<file path="config.mk">
export PLATFORM = sky130hd
export DESIGN_NAME = bit_file_header_parser_flat
export DESIGN_NICKNAME = d
export VERILOG_FILES = /design/src/rtl/bfhp_pkg.sv /design/src/rtl/bfhp_if.sv /design/src/rtl/bfhp_core.sv /design/src/rtl/bit_file_header_parser.sv /design/src/flat_wrapper.sv
export SDC_FILE = /design/constraint.sdc
export NUM_CORES = 1
export LEC_CHECK = 0
export ABC_AREA = 0
export BUFFER_PORTS_ARGS = -buffer_cell sky130_fd_sc_hd__buf_2
export CAP_MARGIN = 15
export CORE_MARGIN = 2
export CORE_UTILIZATION = 33
export CTS_CLUSTER_DIAMETER = 100
export CTS_CLUSTER_SIZE = 8
export DETAILED_ROUTE_END_ITERATION = 6
export GPL_TIMING_DRIVEN = 0
export PLACE_DENSITY = 0.52
export SLEW_MARGIN = 20
export SYNTH_ARGS = -nofsm -noshare
export SYNTH_HDL_FRONTEND = slang
export SYNTH_SLANG_ARGS = --single-unit
</file>
<file path="constraint.sdc">
create_clock -name clock -period 10.85 [get_ports clock]
set_clock_uncertainty 0.1 [all_clocks]
set_input_delay 2.17 -clock clock [delete_from_list [all_inputs] [get_ports clock]]
set_output_delay 2.17 -clock clock [all_outputs]
set_load 0.02 [all_outputs]
</file>
<file path="src/rtl/bfhp_pkg.sv">
package bfhp_pkg;

   localparam int unsigned PREAMBLE_LEN   = 13;
   localparam int unsigned PRE_IDX_W      = 4;
   localparam int unsigned SECT_LEN_W     = 32;

   localparam logic [7:0]  SEARCH_LIMIT_RST  = 8'd100;
   localparam logic [6:0]  CONTENT_LIMIT_RST = 7'd40;
   localparam logic [6:0]  MAX_CONTENT       = 7'd64;
   localparam logic [7:0]  MAX_SHORT_BYTE    = 8'd64;
   localparam logic [31:0] MAX_SHORT_LEN     = 32'd255;

   localparam logic [7:0]  CHAR_A     = 8'h61;  // 'a'
   localparam logic [7:0]  CHAR_E     = 8'h65;  // 'e'
   localparam logic [7:0]  CHAR_SLASH = 8'h2f;  // '/'
   localparam logic [7:0]  CHAR_DASH  = 8'h2d;  // '-'
   localparam logic [7:0]  CHAR_SPACE = 8'h20;  // ' '
   localparam logic [7:0]  CHAR_ZERO  = 8'h30;  // '0'

   localparam logic [2:0]  LETTER_E   = 3'd4;

   // section ids
   localparam logic [1:0]  SECT_C = 2'd2;
   localparam logic [1:0]  SECT_D = 2'd3;

   // result status codes
   localparam logic [2:0]  ST_CONTENT      = 3'd0;
   localparam logic [2:0]  ST_ALL_FOUND    = 3'd1;
   localparam logic [2:0]  ST_BAD_PREAMBLE = 3'd2;
   localparam logic [2:0]  ST_FORMAT       = 3'd3;
   localparam logic [2:0]  ST_BUDGET       = 3'd4;

   // config register indexes
   localparam logic        REG_SEARCH_LIMIT  = 1'b0;
   localparam logic        REG_CONTENT_LIMIT = 1'b1;

   typedef enum logic [2:0] {
      PH_DONE     = 3'd0,
      PH_PREAMBLE = 3'd1,
      PH_NAME     = 3'd2,
      PH_LENGTH   = 3'd3,
      PH_CONTENT  = 3'd4,
      PH_SKIP     = 3'd5
   } phase_type;

   typedef struct packed {
      logic [7:0] out_byte;
      logic [1:0] section_id;
      logic       section_last;
      logic [2:0] status;
   } result_type;

   function automatic logic [7:0] preamble_byte(input logic [PRE_IDX_W-1:0] idx);
      logic [7:0] b;
      case (idx)
         4'd0:    b = 8'h00;
         4'd1:    b = 8'h09;
         4'd2:    b = 8'h0f;
         4'd3:    b = 8'hf0;
         4'd4:    b = 8'h0f;
         4'd5:    b = 8'hf0;
         4'd6:    b = 8'h0f;
         4'd7:    b = 8'hf0;
         4'd8:    b = 8'h0f;
         4'd9:    b = 8'hf0;
         4'd10:   b = 8'h00;
         4'd11:   b = 8'h00;
         4'd12:   b = 8'h01;
         default: b = 8'h00;
      endcase
      return b;
   endfunction

endpackage

</file>
<file path="src/rtl/bfhp_if.sv">
interface bfhp_req_if;
   logic       valid;
   logic       ready;
   logic [7:0] data_byte;
   logic       start_of_file;

   modport source (output valid, output data_byte, output start_of_file, input ready);
   modport sink   (input valid, input data_byte, input start_of_file, output ready);
endinterface

interface bfhp_rsp_if;
   logic       valid;
   logic       ready;
   logic [7:0] out_byte;
   logic [1:0] section_id;
   logic       section_last;
   logic [2:0] status;

   modport source (output valid, output out_byte, output section_id,
                   output section_last, output status, input ready);
   modport sink   (input valid, input out_byte, input section_id,
                   input section_last, input status, output ready);
endinterface

interface bfhp_csr_if;
   logic       valid;
   logic       ready;
   logic       addr;
   logic [7:0] wdata;

   modport source (output valid, output addr, output wdata, input ready);
   modport sink   (input valid, input addr, input wdata, output ready);
endinterface

</file>
<file path="src/rtl/bfhp_core.sv">
module bfhp_core
   import bfhp_pkg::*;
(
   input  logic       clock,
   input  logic       reset,
   input  logic       step,
   input  logic [7:0] data_byte,
   input  logic       start_of_file,
   input  logic [7:0] search_limit,
   input  logic [6:0] content_limit,
   output logic       res_hit,
   output result_type res
);

   phase_type             phase_ff, phase_in, cur_phase;
   logic [PRE_IDX_W-1:0]  pre_idx_ff, pre_idx_in, cur_pre_idx;
   logic [1:0]            wanted_ff, wanted_in, cur_wanted;
   logic [2:0]            letter_ff, letter_in, cur_letter;
   logic [2:0]            len_left_ff, len_left_in, cur_len_left, len_left_dec;
   logic [SECT_LEN_W-1:0] sect_len_ff, sect_len_in, cur_sect_len, sect_len_dec, new_len;
   logic [7:0]            search_ff, search_in, cur_search, search_inc;
   logic [6:0]            emitted_ff, emitted_in, cur_emitted;
   logic [6:0]            eff_limit;
   logic [7:0]            sub_byte;
   logic                  is_short;

   always_ff @(posedge clock) begin
      if (reset) begin
         phase_ff    <= PH_DONE;
         pre_idx_ff  <= '0;
         wanted_ff   <= '0;
         letter_ff   <= '0;
         len_left_ff <= '0;
         sect_len_ff <= '0;
         search_ff   <= '0;
         emitted_ff  <= '0;
      end else if (step) begin
         phase_ff    <= phase_in;
         pre_idx_ff  <= pre_idx_in;
         wanted_ff   <= wanted_in;
         letter_ff   <= letter_in;
         len_left_ff <= len_left_in;
         sect_len_ff <= sect_len_in;
         search_ff   <= search_in;
         emitted_ff  <= emitted_in;
      end
   end

   // start of file wipes the parse state before the byte is looked at
   always_comb begin
      if (start_of_file) begin
         cur_phase    = PH_PREAMBLE;
         cur_pre_idx  = '0;
         cur_wanted   = '0;
         cur_letter   = '0;
         cur_len_left = '0;
         cur_sect_len = '0;
         cur_search   = '0;
         cur_emitted  = '0;
      end else begin
         cur_phase    = phase_ff;
         cur_pre_idx  = pre_idx_ff;
         cur_wanted   = wanted_ff;
         cur_letter   = letter_ff;
         cur_len_left = len_left_ff;
         cur_sect_len = sect_len_ff;
         cur_search   = search_ff;
         cur_emitted  = emitted_ff;
      end
   end

   assign search_inc   = (cur_search == 8'hff) ? cur_search : cur_search + 8'd1;
   assign sect_len_dec = (cur_sect_len != '0) ? cur_sect_len - 32'd1 : cur_sect_len;
   assign len_left_dec = (cur_len_left != '0) ? cur_len_left - 3'd1 : cur_len_left;
   assign new_len      = {cur_sect_len[23:0], data_byte};
   assign is_short     = (cur_letter != LETTER_E);
   assign eff_limit    = (content_limit > MAX_CONTENT) ? MAX_CONTENT : content_limit;

   always_comb begin
      sub_byte = data_byte;
      if (cur_wanted == SECT_C && data_byte == CHAR_SLASH) begin
         sub_byte = CHAR_DASH;
      end
      if ((cur_wanted == SECT_C || cur_wanted == SECT_D) && data_byte == CHAR_SPACE) begin
         sub_byte = CHAR_ZERO;
      end
   end

   always_comb begin
      phase_in    = cur_phase;
      pre_idx_in  = cur_pre_idx;
      wanted_in   = cur_wanted;
      letter_in   = cur_letter;
      len_left_in = cur_len_left;
      sect_len_in = cur_sect_len;
      search_in   = cur_search;
      emitted_in  = cur_emitted;
      res_hit     = 1'b0;
      res         = '{out_byte: 8'h00, section_id: cur_wanted, section_last: 1'b0,
                      status: ST_CONTENT};

      unique case (cur_phase)
         PH_DONE: begin
         end
         PH_PREAMBLE: begin
            if (cur_pre_idx >= PRE_IDX_W'(PREAMBLE_LEN) ||
                data_byte != preamble_byte(cur_pre_idx)) begin
               phase_in   = PH_DONE;
               res_hit    = 1'b1;
               res.status = ST_BAD_PREAMBLE;
            end else begin
               pre_idx_in = cur_pre_idx + 4'd1;
               if (cur_pre_idx == PRE_IDX_W'(PREAMBLE_LEN - 1)) begin
                  search_in = '0;
                  phase_in  = PH_NAME;
               end
            end
         end
         PH_NAME: begin
            if (cur_search >= search_limit) begin
               phase_in   = PH_DONE;
               res_hit    = 1'b1;
               res.status = ST_BUDGET;
            end else begin
               search_in = search_inc;
               if (data_byte < CHAR_A || data_byte > CHAR_E) begin
                  phase_in   = PH_DONE;
                  res_hit    = 1'b1;
                  res.status = ST_FORMAT;
               end else begin
                  letter_in   = 3'(data_byte - CHAR_A);
                  len_left_in = (3'(data_byte - CHAR_A) == LETTER_E) ? 3'd4 : 3'd2;
                  sect_len_in = '0;
                  phase_in    = PH_LENGTH;
               end
            end
         end
         PH_LENGTH: begin
            search_in = search_inc;
            if (is_short && data_byte > MAX_SHORT_BYTE) begin
               phase_in   = PH_DONE;
               res_hit    = 1'b1;
               res.status = ST_FORMAT;
            end else begin
               sect_len_in = new_len;
               len_left_in = len_left_dec;
               if (len_left_dec == '0) begin
                  if (is_short && new_len > MAX_SHORT_LEN) begin
                     phase_in   = PH_DONE;
                     res_hit    = 1'b1;
                     res.status = ST_FORMAT;
                  end else if (cur_letter == {1'b0, cur_wanted}) begin
                     emitted_in = '0;
                     if (cur_wanted == SECT_D) begin
                        phase_in   = (new_len != '0) ? PH_CONTENT : PH_DONE;
                        res_hit    = 1'b1;
                        res.status = ST_ALL_FOUND;
                     end else if (new_len == '0) begin
                        wanted_in = cur_wanted + 2'd1;
                        search_in = '0;
                        phase_in  = PH_NAME;
                     end else begin
                        phase_in = PH_CONTENT;
                     end
                  end else begin
                     phase_in = (new_len != '0) ? PH_SKIP : PH_NAME;
                  end
               end
            end
         end
         PH_SKIP: begin
            if (cur_search >= search_limit) begin
               phase_in   = PH_DONE;
               res_hit    = 1'b1;
               res.status = ST_BUDGET;
            end else begin
               search_in   = search_inc;
               sect_len_in = sect_len_dec;
               if (sect_len_dec == '0) begin
                  phase_in = PH_NAME;
               end
            end
         end
         PH_CONTENT: begin
            sect_len_in = sect_len_dec;
            if (cur_emitted < eff_limit) begin
               emitted_in       = cur_emitted + 7'd1;
               res_hit          = 1'b1;
               res.out_byte     = sub_byte;
               res.section_last = (sect_len_dec == '0) || (cur_emitted + 7'd1 == eff_limit);
            end
            if (sect_len_dec == '0) begin
               if (cur_wanted == SECT_D) begin
                  phase_in = PH_DONE;
               end else begin
                  wanted_in = cur_wanted + 2'd1;
                  search_in = '0;
                  phase_in  = PH_NAME;
               end
            end
         end
         default: begin
            phase_in = PH_DONE;
         end
      endcase
   end

endmodule

</file>
<file path="src/rtl/bit_file_header_parser.sv">
// Channel  Dir  Payload                                         Accept
// req_ch   in   data_byte[7:0], start_of_file                   valid & ready
// rsp_ch   out  out_byte[7:0], section_id[1:0], section_last,   valid & ready
//               status[2:0]
// csr_ch   in   addr (0 search_limit, 1 content_limit), wdata   valid & ready
//
// One byte per cycle unless stalled. Each byte is parsed in the cycle it is
// taken; its result (zero or one item) sits in the output register on the next
// cycle. req_ch.ready drops only while a result is held and rsp_ch is
// stalled, so a new byte enters in the same cycle the held result leaves.
// reset (synchronous) sets search_limit 100, content_limit 40 and an idle
// parse that waits for start_of_file. csr_ch is always ready.
module bit_file_header_parser
   import bfhp_pkg::*;
(
   input  logic       clock,
   input  logic       reset,
   bfhp_req_if.sink   req_ch,
   bfhp_rsp_if.source rsp_ch,
   bfhp_csr_if.sink   csr_ch
);

   logic [7:0] search_limit_ff;
   logic [6:0] content_limit_ff;
   logic       out_valid_ff;
   result_type out_ff;
   result_type res;
   logic       res_hit;
   logic       step;

   // config registers
   assign csr_ch.ready = 1'b1;

   always_ff @(posedge clock) begin
      if (reset) begin
         search_limit_ff  <= SEARCH_LIMIT_RST;
         content_limit_ff <= CONTENT_LIMIT_RST;
      end else if (csr_ch.valid) begin
         unique case (csr_ch.addr)
            REG_SEARCH_LIMIT:  search_limit_ff  <= csr_ch.wdata;
            REG_CONTENT_LIMIT: content_limit_ff <= csr_ch.wdata[6:0];
            default: begin
            end
         endcase
      end
   end

   // a byte is taken whenever the output register is free or draining
   assign req_ch.ready = !out_valid_ff || rsp_ch.ready;
   assign step         = req_ch.valid && req_ch.ready;

   bfhp_core u_core (
      .clock         (clock),
      .reset         (reset),
      .step          (step),
      .data_byte     (req_ch.data_byte),
      .start_of_file (req_ch.start_of_file),
      .search_limit  (search_limit_ff),
      .content_limit (content_limit_ff),
      .res_hit       (res_hit),
      .res           (res)
   );

   // result register
   always_ff @(posedge clock) begin
      if (reset) begin
         out_valid_ff <= 1'b0;
      end else if (step && res_hit) begin
         out_valid_ff <= 1'b1;
      end else if (rsp_ch.ready) begin
         out_valid_ff <= 1'b0;
      end
   end

   always_ff @(posedge clock) begin
      if (step && res_hit) begin
         out_ff <= res;
      end
   end

   assign rsp_ch.valid        = out_valid_ff;
   assign rsp_ch.out_byte     = out_ff.out_byte;
   assign rsp_ch.section_id   = out_ff.section_id;
   assign rsp_ch.section_last = out_ff.section_last;
   assign rsp_ch.status       = out_ff.status;

endmodule
</file>
<file path="src/flat_wrapper.sv">
// flat-port wrapper written by rule: the top's interface ports become plain ports
module bit_file_header_parser_flat import bfhp_pkg::*;
  (clock, reset, req_ch_valid, req_ch_data_byte, req_ch_start_of_file, req_ch_ready, rsp_ch_valid, rsp_ch_out_byte, rsp_ch_section_id, rsp_ch_section_last, rsp_ch_status, rsp_ch_ready, csr_ch_valid, csr_ch_addr, csr_ch_wdata, csr_ch_ready);
  bfhp_req_if req_ch_i ();
  bfhp_rsp_if rsp_ch_i ();
  bfhp_csr_if csr_ch_i ();
  input  logic clock;
  input  logic reset;
  input wire logic [$bits(req_ch_i.valid)-1:0] req_ch_valid;
  input wire logic [$bits(req_ch_i.data_byte)-1:0] req_ch_data_byte;
  input wire logic [$bits(req_ch_i.start_of_file)-1:0] req_ch_start_of_file;
  output wire logic [$bits(req_ch_i.ready)-1:0] req_ch_ready;
  output wire logic [$bits(rsp_ch_i.valid)-1:0] rsp_ch_valid;
  output wire logic [$bits(rsp_ch_i.out_byte)-1:0] rsp_ch_out_byte;
  output wire logic [$bits(rsp_ch_i.section_id)-1:0] rsp_ch_section_id;
  output wire logic [$bits(rsp_ch_i.section_last)-1:0] rsp_ch_section_last;
  output wire logic [$bits(rsp_ch_i.status)-1:0] rsp_ch_status;
  input wire logic [$bits(rsp_ch_i.ready)-1:0] rsp_ch_ready;
  input wire logic [$bits(csr_ch_i.valid)-1:0] csr_ch_valid;
  input wire logic [$bits(csr_ch_i.addr)-1:0] csr_ch_addr;
  input wire logic [$bits(csr_ch_i.wdata)-1:0] csr_ch_wdata;
  output wire logic [$bits(csr_ch_i.ready)-1:0] csr_ch_ready;
  assign req_ch_i.valid = req_ch_valid;
  assign req_ch_i.data_byte = req_ch_data_byte;
  assign req_ch_i.start_of_file = req_ch_start_of_file;
  assign req_ch_ready = req_ch_i.ready;
  assign rsp_ch_valid = rsp_ch_i.valid;
  assign rsp_ch_out_byte = rsp_ch_i.out_byte;
  assign rsp_ch_section_id = rsp_ch_i.section_id;
  assign rsp_ch_section_last = rsp_ch_i.section_last;
  assign rsp_ch_status = rsp_ch_i.status;
  assign rsp_ch_i.ready = rsp_ch_ready;
  assign csr_ch_i.valid = csr_ch_valid;
  assign csr_ch_i.addr = csr_ch_addr;
  assign csr_ch_i.wdata = csr_ch_wdata;
  assign csr_ch_ready = csr_ch_i.ready;
  bit_file_header_parser u_core (.clock(clock), .reset(reset), .req_ch(req_ch_i), .rsp_ch(rsp_ch_i), .csr_ch(csr_ch_i));
endmodule
</file>
After elaboration in Yosys (flattened, before gate mapping)
Memory sizes are Yosys's and may differ from the RTL's.
Index checks and enable logic that the tools add are counted.
{"block": "totals", "ff_bits": 92, "n_memories": 1, "inputBits": 23, "elab_cells": 175, "output_inout_bits": 17, "romBits": 128}
{"name": "(name not given)", "depth": 16, "width": 8, "read_ports": 1, "rd_clocked_by_memory_dff": 0, "wr": 0, "line": "bfhp_pkg.sv:55", "text": "case (idx)"}
{"block": "op_classes", "bitwise_logic": 3, "n_lt_le_gt_ge": 8, "eq_ne": 16, "muxes": 97, "reduce_logical": 26, "n_addsub": 7}
{"op": "$mux 32", "count": 6}
{"op": "$pmux 32 s4", "count": 1}
{"op": "$mux 8", "count": 14}
{"op": "$mux 3", "count": 26}
{"op": "$logic_not 32->1", "count": 2}
{"op": "$reduce_bool 32->1", "count": 2}
{"op": "$mux 7", "count": 7}
{"op": "$mux 2", "count": 17}
{"op": "$gt 32x8->1 const B", "count": 1}
{"op": "$pmux 8 s4", "count": 1}
{"op": "$sub 32x1->32 const B", "count": 1}
{"op": "$pmux 3 s6", "count": 1}
{"op": "$eq 8x6->1 const B", "count": 2}
{"op": "$gt 8x7->1 const B", "count": 2}
{"op": "$mux 1", "count": 14}
{"op": "$pmux 7 s2", "count": 1}
{"op": "$mux 4", "count": 3}
{"op": "$mux 6", "count": 2}
{"op": "$pmux 3 s4", "count": 1}
{"op": "$eq 3x3->1 const B", "count": 3}
{"op": "$add 8x1->8 const B", "count": 1}
{"op": "$eq 8x8->1 const B", "count": 1}
{"op": "$ge 8x8->1", "count": 1}
{"op": "$lt 8x7->1 const B", "count": 1}
{"op": "29 further kinds", "count": 46}

Logic depth before layout (Yosys ltp)
{"block": "logic_depth", "depth_word": 10, "mapped_depth": 19}

Cells and area by module
Synthesis repeated with hierarchy kept, for this count alone.
{"block": "unflattened", "cells_unflattened": 1060, "area_unflattened_um2": 8056.5}
{"mod": "bfhp_core", "seq_area_each_um2": 1241.2, "n_inst": 1, "area_per_inst_um2": 6919.1, "cells_each": 973}
{"mod": "bit_file_header_parser", "seq_area_each_um2": 740.7, "n_inst": 1, "area_per_inst_um2": 1137.3, "cells_each": 87}

Least setup slack after synthesis
Ideal clock, no wire load.
{"block": "synth_timing", "path_type": "input-to-reg", "start": "in req_ch_start_of_file", "end": "reg u_core.out_ff (netlist bit u_core.rsp_ch.out_byte[0]), enable pin", "cell_stages": 15, "required_time_ns": 10.354, "arrival_time_ns": 6.245, "path_slack_ns": 4.110, "cell_sequence": "clkbuf_1 -> clkbuf_1 -> clkbuf_1 -> buf_1 -> clkbuf_1 -> clkbuf_1 -> clkbuf_1 -> nor2b_1 -> ha_1 -> o21a_1 -> o21ai_0 -> a211o_1 -> clkbuf_1 -> nand2_1 -> a31oi_1"}
{"block": "synth_between", "elab_chain_len": 9, "elab_cells_between_ends": 41, "classes_between": "add/sub: 1; order compare: 4; eq/ne: 9; mux: 20; reduce/logical: 6; memory: 1"}
{"item": "start: declaration", "line": "flat_wrapper.sv:11", "text": "input wire logic [$bits(req_ch_i.start_of_file)-1:0] req_ch_start_of_file;"}
{"item": "branches (longest 7 deep; another with $gt 32x8->1)"}
{"item": "$pmux 1 s5 (*)", "line": "bfhp_core.sv:102", "text": "unique case (cur_phase)"}
{"item": "$logic_and 1x1->1 (*)", "line": "bit_file_header_parser.sv:76", "text": "if (step && res_hit) begin"}
{"item": "end signal: assignment", "line": "bit_file_header_parser.sv:77", "text": "out_ff <= res;"}
{"item": "end: declaration", "line": "bit_file_header_parser.sv:26", "text": "result_type out_ff;"}
Mark *: on every way between the ends. The select of a mux whose other input is x is not followed.
A chain may end at the register's enable or synchronous reset.

Worst setup path after layout
{"block": "layout_timing", "start": "in req_ch_start_of_file", "end": "reg u_core.out_ff (netlist bit u_core.rsp_ch.status[0]), enable pin"}
Same word-level chain as after synthesis.

==> impl_metrics.xml <==
<?xml version="1.0" encoding="UTF-8"?>
<metrics>
  <group name="sta">
    <metric name="final.min_clock_period" unit="ps">9040</metric>
    <metric name="slew_violations" unit="">0</metric>
    <metric name="rsz_0062_raised_after_global_routing" unit="">false</metric>
    <metric name="maxClockFrequency" unit="GHz">0.111</metric>
    <metric name="fin_hold_ws" unit="ps">353</metric>
    <metric name="hold_viol_final" unit="">0</metric>
    <metric name="final-setup-viol-count" unit="">0</metric>
    <metric name="tightest_slew" unit="ps">1090</metric>
    <metric name="layout_setup_ws" unit="ps">1810</metric>
    <metric name="slew_margin_rel" unit="">0.267</metric>
    <metric name="final.setup.tns" unit="ps">0</metric>
    <metric name="finalCritPeriodShare" unit="">0.833</metric>
  </group>
  <group name="place">
    <metric name="placement.cell_area" unit="mm^2">0.00869</metric>
    <metric name="portBuffers" unit="">33</metric>
    <metric name="dpl.hpwl" unit="um">24200</metric>
    <metric name="globalplace.congestion" unit="">0.962</metric>
    <metric name="dpl.cell_count" unit="">1488</metric>
    <metric name="dp_worst_setup_slack" unit="ps">1560</metric>
  </group>
  <group name="logic_synthesis">
    <metric name="synth-edff-count" unit="">14</metric>
    <metric name="async_reset_ff_frac" unit="">0</metric>
    <metric name="seq_area_frac_synth" unit="">0.245</metric>
    <metric name="most_frequent_cell_after_synthesis" unit="">sky130_fd_sc_hd__nand2_1</metric>
    <metric name="postSynthRegisterBits" unit="">92</metric>
    <metric name="post-synth-top-area-cell" unit="">sky130_fd_sc_hd__dfxtp_1</metric>
    <metric name="synth_cell_type_count" unit="">85</metric>
    <metric name="syn_area" unit="mm^2">0.00810</metric>
    <metric name="synth.area.top_cells" unit="">sky130_fd_sc_hd__dfxtp_1, sky130_fd_sc_hd__nand2_1, sky130_fd_sc_hd__edfxtp_1</metric>
    <metric name="synth_top_flop_cell" unit="">sky130_fd_sc_hd__dfxtp_1</metric>
    <metric name="yosysTopAreaCellShare" unit="">0.193</metric>
    <metric name="synth_cells" unit="">1130</metric>
    <metric name="synth.top_cells.by_count" unit="">sky130_fd_sc_hd__nand2_1, sky130_fd_sc_hd__nor2_1, sky130_fd_sc_hd__a21oi_1, sky130_fd_sc_hd__dfxtp_1, sky130_fd_sc_hd__clkbuf_1</metric>
    <metric name="ys_warn_count" unit="">0</metric>
    <metric name="synth_area_per_cell" unit="um^2">7.17</metric>
    <metric name="synth.net_count" unit="">1186</metric>
  </group>
  <group name="clock_network">
    <metric name="cts_root_buffer" unit="">sky130_fd_sc_hd__clkbuf_16</metric>
    <metric name="cts_post_setup_buffers_inserted" unit="">0</metric>
    <metric name="tritoncts.num_buffers" unit="">9</metric>
    <metric name="cts.hold.buffers_added" unit="">0</metric>
    <metric name="cts.sink_count" unit="">92</metric>
    <metric name="clk_pin_slew" unit="ps">80</metric>
    <metric name="cts_tree" unit="">done</metric>
    <metric name="worstSkewPairLatency" unit="ps">370</metric>
    <metric name="cts.repair.resized" unit="">0</metric>
    <metric name="cts_max_level" unit="">3</metric>
    <metric name="max-clock-path-buffers" unit="">2</metric>
  </group>
  <group name="worst_setup_path">
    <metric name="rr_endpoint" unit="">u_core.u_core.search_ff[1]</metric>
    <metric name="reg2reg_from" unit="">u_core.u_core.sect_len_ff[0]</metric>
    <metric name="r2r_setup_slack" unit="ps">5130</metric>
    <metric name="crit_type" unit="">input port to flip-flop</metric>
    <metric name="arrival" unit="ps">9020</metric>
    <metric name="timing.critical_path.slowest_cell_delay" unit="ps">690</metric>
    <metric name="crit_path_start" unit="">req_ch_start_of_file</metric>
    <metric name="path_cells" unit="">buf_2, clkbuf_1, clkbuf_1, clkbuf_1, buf_1, clkbuf_1, clkbuf_1, clkbuf_1, nor2b_1, ha_1, o21a_1, o21ai_0, a211o_1, clkbuf_1, nand2_1, a31oi_2, buf_6</metric>
    <metric name="category_of_the_worst_setup_path_capture_point" unit="">flip-flop</metric>
    <metric name="cp-start-kind" unit="">input port</metric>
    <metric name="critical_path.most_common_cell" unit="">sky130_fd_sc_hd__clkbuf_1</metric>
    <metric name="critical_path_depth" unit="">17</metric>
    <metric name="critical_path_peak_fanout" unit="">13</metric>
    <metric name="critPathBufInv" unit="">10</metric>
    <metric name="worstPathRequired" unit="ps">10830</metric>
    <metric name="critPathTopFamily" unit="">buffers and inverters</metric>
    <metric name="crit_slowest_cell" unit="">sky130_fd_sc_hd__clkbuf_1</metric>
    <metric name="reg2regPathDepth" unit="">13</metric>
    <metric name="termination_of_the_worst_setup_path" unit="">u_core.rsp_ch.status[0]</metric>
  </group>
  <group name="power">
    <metric name="peakVddDrop" unit="uV">51.1</metric>
    <metric name="power_leakage" unit="nW">3.40</metric>
    <metric name="totalPowerFinal" unit="mW">0.861</metric>
    <metric name="power.density" unit="mW/mm^2">95.8</metric>
  </group>
  <group name="global_route">
    <metric name="first_global_vias" unit="">8465</metric>
    <metric name="grt.total_usage" unit="">0.253</metric>
    <metric name="grt.overflow.total" unit="">0</metric>
    <metric name="number_of_antenna_violations_at_the_first_check_in_global_routing" unit="">0</metric>
    <metric name="maximum_number_of_pins_on_one_net_before_global_route_repair" unit="">18</metric>
    <metric name="grt_pass1_wl" unit="um">50900</metric>
  </group>
  <group name="final_layout">
    <metric name="fin_nets" unit="">1231</metric>
    <metric name="fin_util" unit="">0.372</metric>
    <metric name="fin_area" unit="mm^2">0.00899</metric>
    <metric name="antenna_cells_inserted" unit="">0</metric>
    <metric name="area_used_by_multi_input_combinational_logic" unit="mm^2">0.00561</metric>
    <metric name="area_growth_synth_to_finish" unit="%">11.0</metric>
    <metric name="n_fill_cell" unit="">2615</metric>
    <metric name="final-instance-count-excl-fill" unit="">1504</metric>
    <metric name="final_layout_size_suffix_gt1_frac" unit="">0.0737</metric>
    <metric name="seq_area" unit="mm^2">0.00198</metric>
  </group>
  <group name="detailed_routing">
    <metric name="drt_iter0_drc" unit="">1008</metric>
    <metric name="vias_per_cell" unit="">6.17</metric>
    <metric name="detail_route.drc_violations" unit="">0</metric>
    <metric name="num_vias" unit="">9274</metric>
    <metric name="ant_nets" unit="">0</metric>
    <metric name="wl_per_cell" unit="um">21.8</metric>
    <metric name="firstDrtPassIters" unit="">6</metric>
    <metric name="detail_route.wirelength" unit="um">32800</metric>
  </group>
  <group name="die">
    <metric name="floorplan.rows" unit="">57</metric>
    <metric name="initial_utilization" unit="">0.335</metric>
    <metric name="dieHeight" unit="um">161</metric>
    <metric name="fp.dieW" unit="um">161</metric>
    <metric name="design.die.area" unit="mm^2">0.0258</metric>
    <metric name="top_level_ports" unit="">40</metric>
    <metric name="placeableCoreArea" unit="mm^2">0.0242</metric>
  </group>
  <group name="hold_path">
    <metric name="hold_path_class" unit="">flip-flop to flip-flop</metric>
    <metric name="hold_path_startpoint" unit="">u_core.u_core.emitted_ff[6]</metric>
    <metric name="worst_hold_path_cells" unit="">2</metric>
  </group>
  <group name="run">
    <metric name="max_cap_violations" unit="">0</metric>
  </group>
  <group name="outcome">
    <metric name="outcome" unit="">finished, final reports clean</metric>
  </group>
</metrics>
==> per-layer routing <==
| layer | share of wire | vias up | wire length, um | global-route usage |
|---|---|---|---|---|
| li1 | - | 4299 | - | - |
| met1 | 0.44 | 4396 | 14600 | 0.361 |
| met2 | 0.44 | 500 | 14400 | 0.390 |
| met3 | 0.090 | 79 | 2950 | 0.0315 |
| met4 | 0.028 | 0 | 931 | 0.0905 |
| met5 | 0 | - | 0 | 0 |
==> worst min-delay path by stage <==
| stage | end | slack [ps] |
|---|---|---|
| detailed placement | u_core.u_core.emitted_ff[6] | 350 |
| global placement | u_core.u_core.emitted_ff[6] | 340 |
| floorplan | u_core.content_limit_ff[0] | 330 |
| CTS | u_core.u_core.emitted_ff[6] | 360 |
| finish | u_core.u_core.emitted_ff[6] | 350 |
| global route | u_core.content_limit_ff[0] | 380 |
==> layout make-up <==
| type | count | share of cell area |
|---|---|---|
| Sequential cell | 92 | 0.220 |
| Inverter | 37 | 0.0155 |
| Tap cell | 324 | 0.0451 |
| Timing Repair Buffer | 34 | 0.0196 |
| Clock buffer | 11 | 0.0283 |
| Multi-Input combinational cell | 908 | 0.624 |
| Clock inverter | 5 | 0.00473 |
| Buffer | 93 | 0.0426 |
==> flip-flops by register name, indices dropped and copies added (netlist names) <==
name,cells
u_core.u_core.phase_ff,3
u_core.rsp_ch.section_last,1
u_core.u_core.wanted_ff,2
u_core.search_limit_ff,8
u_core.u_core.emitted_ff,7
u_core.u_core.letter_ff,3
u_core.rsp_ch.status,3
u_core.rsp_ch.valid,1
u_core.u_core.len_left_ff,3
u_core.content_limit_ff,7
u_core.rsp_ch.section_id,2
u_core.u_core.pre_idx_ff,4
u_core.u_core.search_ff,8
u_core.rsp_ch.out_byte,8
u_core.u_core.sect_len_ff,32
==> kinds of logic (layout without fill, tap and decap cells) <==
family | after synthesis | after routing | share of synthesized area
flip-flops | 92 | 92 | 0.245
other | 1 | 1 | 0.000463
multiplexers | 29 | 29 | 0.0360
AO/OA/AOI/OAI | 357 | 357 | 0.290
AND/OR/NAND/NOR | 465 | 465 | 0.289
adder cells (fa/ha/maj) | 33 | 33 | 0.0510
XOR/XNOR | 23 | 23 | 0.0249
buffers and inverters | 130 | 180 | 0.0644
==> power by group <==
group	switching, mW	internal, mW
clock network	0.158	0.172
logic	0.125	0.0510
registers	0.00340	0.352
total	0.286	0.575
==> cell usage in the layout, fill, tap and decap left out, drive strengths merged, types with 27 or more instances in the layout <==
| master | netlist | final |
|---|---|---|
| nand2 | 120 | 120 |
| nor2 | 111 | 111 |
| clkbuf | 75 | 86 |
| a21oi | 84 | 84 |
| dfxtp | 78 | 78 |
| o21ai | 76 | 76 |
| buf | 18 | 52 |
| nor3 | 45 | 45 |
| nand3 | 41 | 41 |
| inv | 35 | 37 |
| ha | 33 | 33 |
| a22oi | 31 | 31 |
| and3 | 30 | 30 |
| mux2i | 28 | 28 |
| o22ai | 27 | 27 |
==> worst min-delay path: cells and delay by family (launching register included) <==
kind             cells  cell delay [ps]
flip-flops           1              310
AND/OR/NAND/NOR      1               50
AO/OA/AOI/OAI        1               50
Note: power is estimated with default switching activity, not from simulation.
